### src/sv/ils_pkg.sv
`timescale 1ns / 1ps
// ----------------------------------------------------------------------------
// ils_pkg
// Shared constants and action/status codes for the indexed list store.
// ----------------------------------------------------------------------------
package ils_pkg;

   localparam int DEF_CAPACITY   = 64;
   localparam int DEF_VALUE_BITS = 32;

   localparam int ACTION_BITS   = 3;
   localparam int POSITION_BITS = 7;
   localparam int VALUE_IN_BITS = 32;
   localparam int STATUS_BITS   = 3;
   localparam int RESULT_BITS   = 32;
   localparam int TOTAL_BITS    = 38;
   localparam int COUNT_BITS    = 7;

   typedef enum logic [ACTION_BITS-1:0] {
      ACT_INSERT = 3'd0,
      ACT_REMOVE = 3'd1,
      ACT_READ   = 3'd2,
      ACT_FIND   = 3'd3,
      ACT_CLEAR  = 3'd4,
      ACT_STATS  = 3'd5
   } action_type;

   typedef enum logic [STATUS_BITS-1:0] {
      ST_OK     = 3'd0,
      ST_BADPOS = 3'd1,
      ST_FULL   = 3'd2,
      ST_MISS   = 3'd3,
      ST_EMPTY  = 3'd4
   } status_type;

endpackage

### src/sv/ils_ram.sv
`timescale 1ns / 1ps
// ----------------------------------------------------------------------------
// ils_ram
// Single-port-write, single-port-read RAM with registered read data.
// ----------------------------------------------------------------------------
module ils_ram #(
   parameter int WIDTH = 32,
   parameter int DEPTH = 64
) (
   input  logic                     clock,
   input  logic                     wr_en,
   input  logic [$clog2(DEPTH)-1:0] wr_addr,
   input  logic [WIDTH-1:0]         wr_data,
   input  logic [$clog2(DEPTH)-1:0] rd_addr,
   output logic [WIDTH-1:0]         rd_data
);

   logic [WIDTH-1:0] mem [DEPTH];

   always_ff @(posedge clock) begin
      if (wr_en) begin
         mem[wr_addr] <= wr_data;
      end
      rd_data <= mem[rd_addr];
   end

endmodule

### src/sv/indexed_list_store_top.sv
`timescale 1ns / 1ps
// ----------------------------------------------------------------------------
// indexed_list_store_top
// Bounded ordered list of values with insert/remove/read/find/clear/stats.
// ----------------------------------------------------------------------------
// Usage: present a request on req_action/req_position/req_value with
// req_valid; it is taken when req_ready is high. Exactly one response comes
// back on the rsp_ channel per request, held until rsp_ready.
// Entries live in one RAM with registered read data. Clear, unused
// action codes and errors answer without touching the RAM; read fetches
// one entry; insert and remove shift the later entries by one place;
// find scans from position 0 until a match; statistics scans every entry,
// then a restoring divider forms the mean from the total.
// The block takes one request at a time; req_ready rises when the previous
// response has been loaded into the output register, so a new request may
// be worked on while that response waits for rsp_ready, and the result is
// handed over once the output register frees up.
// Reset clears the entry count; the RAM needs no clearing pass because only
// positions below the count are ever read.
// ----------------------------------------------------------------------------
module indexed_list_store_top #(
   parameter int CAPACITY   = ils_pkg::DEF_CAPACITY,
   parameter int VALUE_BITS = ils_pkg::DEF_VALUE_BITS
) (
   input  logic                              clock,
   input  logic                              reset,
   input  logic                              req_valid,
   output logic                              req_ready,
   input  logic [ils_pkg::ACTION_BITS-1:0]   req_action,
   input  logic [ils_pkg::POSITION_BITS-1:0] req_position,
   input  logic [ils_pkg::VALUE_IN_BITS-1:0] req_value,
   output logic                              rsp_valid,
   input  logic                              rsp_ready,
   output logic [ils_pkg::STATUS_BITS-1:0]   rsp_status,
   output logic [ils_pkg::RESULT_BITS-1:0]   rsp_result_value,
   output logic [ils_pkg::TOTAL_BITS-1:0]    rsp_total,
   output logic [ils_pkg::RESULT_BITS-1:0]   rsp_smallest,
   output logic [ils_pkg::RESULT_BITS-1:0]   rsp_largest,
   output logic [ils_pkg::RESULT_BITS-1:0]   rsp_mean,
   output logic [ils_pkg::COUNT_BITS-1:0]    rsp_entry_count
);
   import ils_pkg::*;

   localparam int AW = $clog2(CAPACITY);
   localparam int CW = $clog2(CAPACITY + 1);
   localparam int DIV_STEPS = TOTAL_BITS;
   localparam int DCW = $clog2(DIV_STEPS + 1);

   typedef enum logic [2:0] {
      S_IDLE, S_DECIDE, S_MOVE, S_SCAN, S_DIV, S_DONE
   } state_type;

   state_type state_ff, state_in;

   logic [ACTION_BITS-1:0]  act_ff, act_in;
   logic [CW-1:0]           pos_ff, pos_in;
   logic [VALUE_BITS-1:0]   val_ff, val_in;
   logic [CW-1:0]           count_ff, count_in;
   logic [CW-1:0]           idx_ff, idx_in;     // address issued to RAM
   logic                    rdv_ff, rdv_in;     // RAM read data valid
   logic [STATUS_BITS-1:0]  st_ff, st_in;
   logic [RESULT_BITS-1:0]  res_ff, res_in;
   logic [TOTAL_BITS-1:0]   tot_ff, tot_in;
   logic [VALUE_BITS-1:0]   lo_ff, lo_in, hi_ff, hi_in;
   logic [TOTAL_BITS-1:0]   quo_ff, quo_in;
   logic [CW-1:0]           rem_ff, rem_in;
   logic [DCW-1:0]          dstep_ff, dstep_in;

   logic                    pend_ff, pend_in;   // result ready to load output

   logic                    out_v_ff, out_v_in;
   logic [STATUS_BITS-1:0]  o_st_ff, o_st_in;
   logic [RESULT_BITS-1:0]  o_res_ff, o_res_in;
   logic [TOTAL_BITS-1:0]   o_tot_ff, o_tot_in;
   logic [RESULT_BITS-1:0]  o_lo_ff, o_lo_in, o_hi_ff, o_hi_in, o_mean_ff, o_mean_in;
   logic [COUNT_BITS-1:0]   o_cnt_ff, o_cnt_in;

   logic                    wr_en;
   logic [AW-1:0]           wr_addr, rd_addr;
   logic [VALUE_BITS-1:0]   wr_data, rd_data;

   ils_ram #(.WIDTH(VALUE_BITS), .DEPTH(CAPACITY)) u_ram (
      .clock   (clock),
      .wr_en   (wr_en),
      .wr_addr (wr_addr),
      .wr_data (wr_data),
      .rd_addr (rd_addr),
      .rd_data (rd_data)
   );

   function automatic logic [RESULT_BITS-1:0] widen(input logic [VALUE_BITS-1:0] v);
      logic [RESULT_BITS+VALUE_BITS-1:0] t;
      t = {{RESULT_BITS{1'b0}}, v};
      return t[RESULT_BITS-1:0];
   endfunction

   logic [CW:0]           rem_shift;
   logic [TOTAL_BITS-1:0] tot_add;
   logic [CW-1:0]         idx_prev;

   assign req_ready = (state_ff == S_IDLE) && !pend_ff;
   assign idx_prev  = idx_ff - CW'(1);
   assign rem_shift = {rem_ff, quo_ff[TOTAL_BITS-1]};
   assign tot_add   = tot_ff + TOTAL_BITS'(rd_data);

   always_comb begin
      state_in = state_ff;
      act_in   = act_ff;
      pos_in   = pos_ff;
      val_in   = val_ff;
      count_in = count_ff;
      idx_in   = idx_ff;
      rdv_in   = 1'b0;
      st_in    = st_ff;
      res_in   = res_ff;
      tot_in   = tot_ff;
      lo_in    = lo_ff;
      hi_in    = hi_ff;
      quo_in   = quo_ff;
      rem_in   = rem_ff;
      dstep_in = dstep_ff;
      pend_in  = pend_ff;
      wr_en    = 1'b0;
      wr_addr  = idx_ff[AW-1:0];
      wr_data  = val_ff;
      rd_addr  = idx_ff[AW-1:0];

      out_v_in  = out_v_ff;
      o_st_in   = o_st_ff;
      o_res_in  = o_res_ff;
      o_tot_in  = o_tot_ff;
      o_lo_in   = o_lo_ff;
      o_hi_in   = o_hi_ff;
      o_mean_in = o_mean_ff;
      o_cnt_in  = o_cnt_ff;

      if (out_v_ff && rsp_ready) begin
         out_v_in = 1'b0;
      end
      // load output register from pending result
      if (pend_ff && (!out_v_ff || rsp_ready)) begin
         pend_in   = 1'b0;
         out_v_in  = 1'b1;
         o_st_in   = st_ff;
         o_res_in  = res_ff;
         o_tot_in  = (act_ff == ACT_STATS && st_ff == ST_OK) ? tot_ff : '0;
         o_lo_in   = (act_ff == ACT_STATS && st_ff == ST_OK) ? widen(lo_ff) : '0;
         o_hi_in   = (act_ff == ACT_STATS && st_ff == ST_OK) ? widen(hi_ff) : '0;
         o_mean_in = (act_ff == ACT_STATS && st_ff == ST_OK) ? quo_ff[RESULT_BITS-1:0] : '0;
         o_cnt_in  = COUNT_BITS'(count_ff);
      end

      case (state_ff)
         S_IDLE: begin
            if (req_valid && req_ready) begin
               act_in   = req_action;
               pos_in   = (CW >= POSITION_BITS) ? CW'(req_position)
                        : ((|(req_position >> CW)) ? '1 : CW'(req_position));
               val_in   = VALUE_BITS'(req_value);
               st_in    = ST_OK;
               res_in   = '0;
               tot_in   = '0;
               state_in = S_DECIDE;
            end
         end
         S_DECIDE: begin
            state_in = S_DONE;
            case (act_ff)
               ACT_INSERT: begin
                  if (count_ff == CW'(CAPACITY)) st_in = ST_FULL;
                  else if (pos_ff > count_ff) st_in = ST_BADPOS;
                  else begin
                     idx_in = count_ff;   // next slot to fill, walk downward
                     state_in = S_MOVE;
                  end
               end
               ACT_REMOVE, ACT_READ: begin
                  if (count_ff == '0) st_in = ST_EMPTY;
                  else if (pos_ff >= count_ff) st_in = ST_BADPOS;
                  else begin
                     idx_in = (act_ff == ACT_REMOVE) ? pos_ff + CW'(1) : pos_ff;
                     state_in = (act_ff == ACT_REMOVE) ? S_MOVE : S_SCAN;
                  end
               end
               ACT_FIND, ACT_STATS: begin
                  if (count_ff == '0) st_in = ST_EMPTY;
                  else begin
                     idx_in = '0;
                     state_in = S_SCAN;
                     if (act_ff == ACT_FIND) st_in = ST_MISS;
                  end
               end
               ACT_CLEAR: count_in = '0;
               default: ;
            endcase
         end
         S_MOVE: begin
            if (act_ff == ACT_INSERT) begin
               // read idx-1 issued last cycle lands now; write into idx
               if (idx_ff == pos_ff) begin
                  wr_en = 1'b1; wr_data = val_ff; wr_addr = idx_ff[AW-1:0];
                  count_in = count_ff + CW'(1);
                  state_in = S_DONE;
               end else begin
                  rd_addr = idx_prev[AW-1:0];
                  if (rdv_ff) begin
                     wr_en = 1'b1; wr_data = rd_data; wr_addr = idx_ff[AW-1:0];
                     idx_in = idx_prev;
                  end else begin
                     rdv_in = 1'b1;
                  end
               end
            end else begin
               // remove: copy idx into idx-1
               if (idx_ff == count_ff) begin
                  count_in = count_ff - CW'(1);
                  state_in = S_DONE;
               end else begin
                  rd_addr = idx_ff[AW-1:0];
                  if (rdv_ff) begin
                     wr_en = 1'b1; wr_data = rd_data; wr_addr = idx_prev[AW-1:0];
                     idx_in = idx_ff + CW'(1);
                  end else begin
                     rdv_in = 1'b1;
                  end
               end
            end
         end
         S_SCAN: begin
            // address idx issued; rdv_ff: data for idx-1 (read: idx)
            if (idx_ff < count_ff) begin
               rd_addr = idx_ff[AW-1:0];
               idx_in  = idx_ff + CW'(1);
               rdv_in  = 1'b1;
            end
            if (rdv_ff) begin
               if (act_ff == ACT_READ) begin
                  res_in = widen(rd_data);
                  rdv_in = 1'b0;
                  state_in = S_DONE;
               end else if (act_ff == ACT_FIND) begin
                  if (rd_data == val_ff) begin
                     st_in = ST_OK;
                     res_in = RESULT_BITS'(idx_prev);
                     rdv_in = 1'b0;
                     state_in = S_DONE;
                  end else if (idx_ff == count_ff) begin
                     rdv_in = 1'b0;
                     state_in = S_DONE;
                  end
               end else begin
                  tot_in = tot_add;
                  if (idx_prev == '0) begin
                     lo_in = rd_data; hi_in = rd_data;
                  end else begin
                     if (rd_data < lo_ff) lo_in = rd_data;
                     if (rd_data > hi_ff) hi_in = rd_data;
                  end
                  if (idx_ff == count_ff) begin
                     rdv_in   = 1'b0;
                     quo_in   = tot_add;
                     rem_in   = '0;
                     dstep_in = '0;
                     state_in = S_DIV;
                  end
               end
            end
            if (act_ff == ACT_READ && !rdv_ff) begin
               idx_in = idx_ff;   // single read only
               rdv_in = 1'b1;
            end
         end
         S_DIV: begin
            // restoring divide of quo by count, one quotient bit a cycle
            if (rem_shift >= {1'b0, count_ff}) begin
               rem_in = CW'(rem_shift - {1'b0, count_ff});
               quo_in = {quo_ff[TOTAL_BITS-2:0], 1'b1};
            end else begin
               rem_in = rem_shift[CW-1:0];
               quo_in = {quo_ff[TOTAL_BITS-2:0], 1'b0};
            end
            dstep_in = dstep_ff + DCW'(1);
            if (dstep_ff == DCW'(DIV_STEPS - 1)) state_in = S_DONE;
         end
         S_DONE: begin
            pend_in  = 1'b1;
            state_in = S_IDLE;
         end
         default: state_in = S_IDLE;
      endcase
   end

   always_ff @(posedge clock) begin
      if (reset) begin
         state_ff <= S_IDLE;
         count_ff <= '0;
         pend_ff  <= 1'b0;
         out_v_ff <= 1'b0;
         rdv_ff   <= 1'b0;
      end else begin
         state_ff <= state_in;
         count_ff <= count_in;
         pend_ff  <= pend_in;
         out_v_ff <= out_v_in;
         rdv_ff   <= rdv_in;
      end
      act_ff    <= act_in;
      pos_ff    <= pos_in;
      val_ff    <= val_in;
      idx_ff    <= idx_in;
      st_ff     <= st_in;
      res_ff    <= res_in;
      tot_ff    <= tot_in;
      lo_ff     <= lo_in;
      hi_ff     <= hi_in;
      quo_ff    <= quo_in;
      rem_ff    <= rem_in;
      dstep_ff  <= dstep_in;
      o_st_ff   <= o_st_in;
      o_res_ff  <= o_res_in;
      o_tot_ff  <= o_tot_in;
      o_lo_ff   <= o_lo_in;
      o_hi_ff   <= o_hi_in;
      o_mean_ff <= o_mean_in;
      o_cnt_ff  <= o_cnt_in;
   end

   assign rsp_valid        = out_v_ff;
   assign rsp_status       = o_st_ff;
   assign rsp_result_value = o_res_ff;
   assign rsp_total        = o_tot_ff;
   assign rsp_smallest     = o_lo_ff;
   assign rsp_largest      = o_hi_ff;
   assign rsp_mean         = o_mean_ff;
   assign rsp_entry_count  = o_cnt_ff;

`ifndef SYNTHESIS
   a_count_range: assert property (@(posedge clock) disable iff (reset)
      count_ff <= CW'(CAPACITY)) else $error("entry count above capacity");
   a_ready_idle: assert property (@(posedge clock) disable iff (reset)
      req_ready |-> state_ff == S_IDLE) else $error("ready outside idle");
   a_count_step: assert property (@(posedge clock) disable iff (reset)
      (state_ff != S_MOVE && state_ff != S_DECIDE) |=> $stable(count_ff))
      else $error("count changed outside update");
   a_no_wr_idle: assert property (@(posedge clock) disable iff (reset)
      wr_en |-> state_ff == S_MOVE) else $error("RAM write outside move");
`endif

endmodule
### config.mk
export PLATFORM = sky130hd
export DESIGN_NAME = indexed_list_store_top
export DESIGN_NICKNAME = d
export VERILOG_FILES = /design/src/sv/ils_pkg.sv /design/src/sv/ils_ram.sv /design/src/sv/indexed_list_store_top.sv
export SDC_FILE = /design/constraint.sdc
export NUM_CORES = 2
export LEC_CHECK = 0
export ABC_AREA = 1
export BUFFER_PORTS_ARGS = -buffer_cell sky130_fd_sc_hd__buf_2
export CELL_PAD_IN_SITES_DETAIL_PLACEMENT = 1
export CELL_PAD_IN_SITES_GLOBAL_PLACEMENT = 2
export CORE_UTILIZATION = 45
export DETAILED_ROUTE_END_ITERATION = 10
export PLACE_DENSITY_LB_ADDON = 0.1
export REMOVE_ABC_BUFFERS = 1
export SLEW_MARGIN = 40
export SYNTH_ARGS = -nofsm -noshare
export SYNTH_HDL_FRONTEND = slang
export SYNTH_SLANG_ARGS = --single-unit
### constraint.sdc
create_clock -name clock -period 15.1 [get_ports clock]
set_input_delay 1.51 -clock clock [delete_from_list [all_inputs] [get_ports clock]]
set_output_delay 1.51 -clock clock [all_outputs]
set_load 0.005 [all_outputs]
==> impl_results.md <==
* Max VDD drop at slightly above 0.09 mV
* Status: completed
* Register area share after synthesis at between 60% and 70%
* Hold Buf Count CTS at 0
* GPL Wtd Cong at just under 0.9
* Final Util at between 50% and 60%
* Total track usage at 31.2%
* Setup violations, final at 0
* DRT iter0 DRCs at 8002
* # Post-CTS Setup Buffers at 0
* Row cnt at between 150 and 200
* Worst r2r src: idx_ff[0]
* Later-pin clock latency in the skew report at about 0.94 ns
* HP Class: register to register
* IO Count at about 220
* Vias in the first global route at a little over 80000
* P&R area growth vs syn at 13.3%
* Root buf cell: clkbuf_16
* Synth async-reset ratio at 0%
* Remaining Overflow, GRT at 0
* WHS at around 0.41 ns
* Tmin final at ~6.3 ns
* Antenna violations before repair at 19
* First-pass GRT wire length at around 570000 um
* Clock slew at reported path FFs at roughly 0.06 ns
* Post-Place Cells at approximately 14000
* Max Freq at roughly 160 MHz
* Post-Syn Area at 111000 um2
* Clock skew at 0.0663 ns
* Crit path launch type: register
* CTS tree: built
* DRT antenna net count at 0
* CP delay by family, top: buffers and inverters
* Max-cap violations at 0
* DRT Pass-1 Iters at 6
* TritonCTS Buffers at around 300
* Worst setup path class: register to register
* Clk buf depth at 4
* Max_slew headroom at between 30% and 40%
* Final Max Tran Viols at 0
* CTS sink count at ~2500
* PwrDens at 167 nW/um2
* Core ar. at between 200000 and 250000 um2
* Largest net degree at the start of global routing at between 150 and 200
* PortBufs at roughly 220
* Leak at 0.0531 uW
* Slowest stage delay, CP at ~0.8 ns
* Placed cell area at roughly 120000 um2
* DRC viols at 0
* Final hold violation count at 0
* Worst-margin pin slew at slightly above 0.9 ns
* Crit end category: register
* Vias at around 80000
* Number of flops mapped to enable cells by yosys at around 2500
* Setup TNS at 0 ns
* Main synth FF type: edfxtp_1
* Die Wd at between 400 and 500 um
* Critical Path Fanout Max at between 80 and 90
* Origin of the worst setup path: idx_ff[0]
* CP Cell Sequence: inv_2 > nand2_1 > nand2_1 > nor2_1 > nand2_1 > o21bai_1 > buf_4 > nand2_1 > o21ai_4 > buf_6 > buf_4 > buf_12 > buf_16 > buf_4 > nand3_1 > nand3_1 > nand3_1 > nand3_1 > nand3_1 > nand2_1
* Resized cells post-CTS at 0
* Nets at 11200
* Final wirelength at between 300000 and 400000 um
* WL/cell at 27.2 um
* DP HPWL at roughly 230000 um
* Synthesized flop and latch total at 2506
* Final non-filler cell total at ~14000
* Design area at approximately 130000 um2
* Ratio of cells with drive above 1 in the final layout at 8.73%
* Via density at 5.54
* Total Die Area at approximately 250000 um2
* Yosys cell types at 50
* Period utilization at 41.6%
* Worst EP required at 15.94 ns
* Die height at 499 um
* Critical Path AT at slightly above 7 ns
* Initial Util at between 40 and 50%
* Syn avg cell area at around 10 um2
* H-tree depth at 5
* Yosys Warn Count at 0
* R2R Setup Slk at 8.83 ns
* RSZ-0062 raised after global routing: no
* Hold Crit Start: res_ff[14]
* Crit-path slowest cell: buf_4
* Buf/Inv on CP at 7
* Cells after Synth at approximately 11000
## final timing paths
| kind | endpoint | cells past startpoint |
|---|---|---|
| max reg2reg | u_ram.rd_data[10] | 20 |
| min reg2reg | rsp_result_value[14] | 0 |
| min | rsp_result_value[14] | 0 |
| max | u_ram.rd_data[10] | 20 |
## where the power goes
group          internal [uW]  switching, uW  total (uW)  leakage (uW)
Combinational           1450           4460        5910        0.0261
Clock                   3910           2840        6750       0.00432
Sequential              8240            232        8470        0.0226
## stage by stage
| stage | worst slack [ns] | power, uW |
|---|---|---|
| 2_1_floorplan | 2.55 | 12600 |
| 3_3_place_gp | 8.75 | 14300 |
| 3_5_place_dp | 8.95 | 14400 |
| 4_1_cts | 8.92 | 21100 |
| 5_1_grt | 8.58 | 21900 |
| 6_report | 8.83 | 21100 |
## worst register-to-register path, delay by kind of cell (launching register included)
kind                   cells  cell delay (ns)
AO/OA/AOI/OAI              2             0.24
buffers and inverters      7             3.63
flip-flops                 1             0.62
AND/OR/NAND/NOR           11             1.70
## per-layer routing
| layer | track usage [%] | vias to the layer above | wire length (um) |
|---|---|---|---|
| met5 | 0 | - | 34 |
| met3 | 3.64 | 646 | 23600 |
| li1 | - | 35500 | - |
| met2 | 50.6 | 2738 | 182000 |
| met4 | 11.6 | 4 | 15900 |
| met1 | 43.2 | 41000 | 171000 |
## state kept, by name, summed over array words and instances (netlist names), 6 cells and up
name and flops:
count_ff 7, dstep_ff 6, hi_ff 32, idx_ff 7, lo_ff 32, pos_ff 7
quo_ff 38, rem_ff 7, res_ff 32, rsp_entry_count 7, rsp_largest 32, rsp_mean 32
rsp_result_value 32, rsp_smallest 32, rsp_total 38, tot_ff 38, u_ram.mem 2048, u_ram.rd_data 32
val_ff 32
## cell usage after synthesis, types with 3 or more instances
cell	count	area, um2
fa_1	3	60.1
a211oi_1	5	37.5
buf_1	17	63.8
o21bai_1	5	37.5
nor2_1	405	1520
nand2_1	2446	9180
nand2_4	3	33.8
dfxtp_1	45	901
buf_6	15	169
ha_1	127	1590
a21o_1	5	37.5
nor3_1	26	130
nand3_1	2036	10200
xor2_1	35	307
o221ai_1	8	70.1
buf_4	58	435
o211ai_1	6	45.0
buf_2	334	1670
inv_2	8	30.0
xnor2_1	34	298
a21oi_1	121	606
a31oi_1	10	62.6
o22ai_1	10	62.6
edfxtp_1	2461	73900
o21ai_0	156	781
clkbuf_1	69	259
nand4_1	18	113
nand2_2	4	25.0
inv_1	2216	8320
a22oi_1	4	30.0
or2_2	16	100
o21a_1	4	30.0
o21ai_1	4	20.0
nor4_1	9	56.3
## cell usage in the layout (no fill, tap or decap), drive strengths merged, types with 81 or more instances in the layout
cell	count
clkbuf	406
buf	446
nor2	408
inv	2230
nand3	2036
ha	127
a21oi	121
o21ai	163
edfxtp	2461
nand2	2453
clkinv	81
## cell type report
cell class,count,area [um2]
antenna,7,17.5
clock buffer,406,8000
clock inverter,101,815
fill,26500,120000
inverter,2224,8370
multi-input combinational,5522,26700
sequential,2506,74800
tap,3220,4030
timing repair buffer,446,3490
## cells by family after synthesis
kind of cell    synth area share, %
compound gates                 1.75
fa+ha+maj                      1.48
simple gates                   19.2
buf+inv                        9.83
xor+xnor                      0.543
flops                          67.2
(Power assumes the default switching activity.)
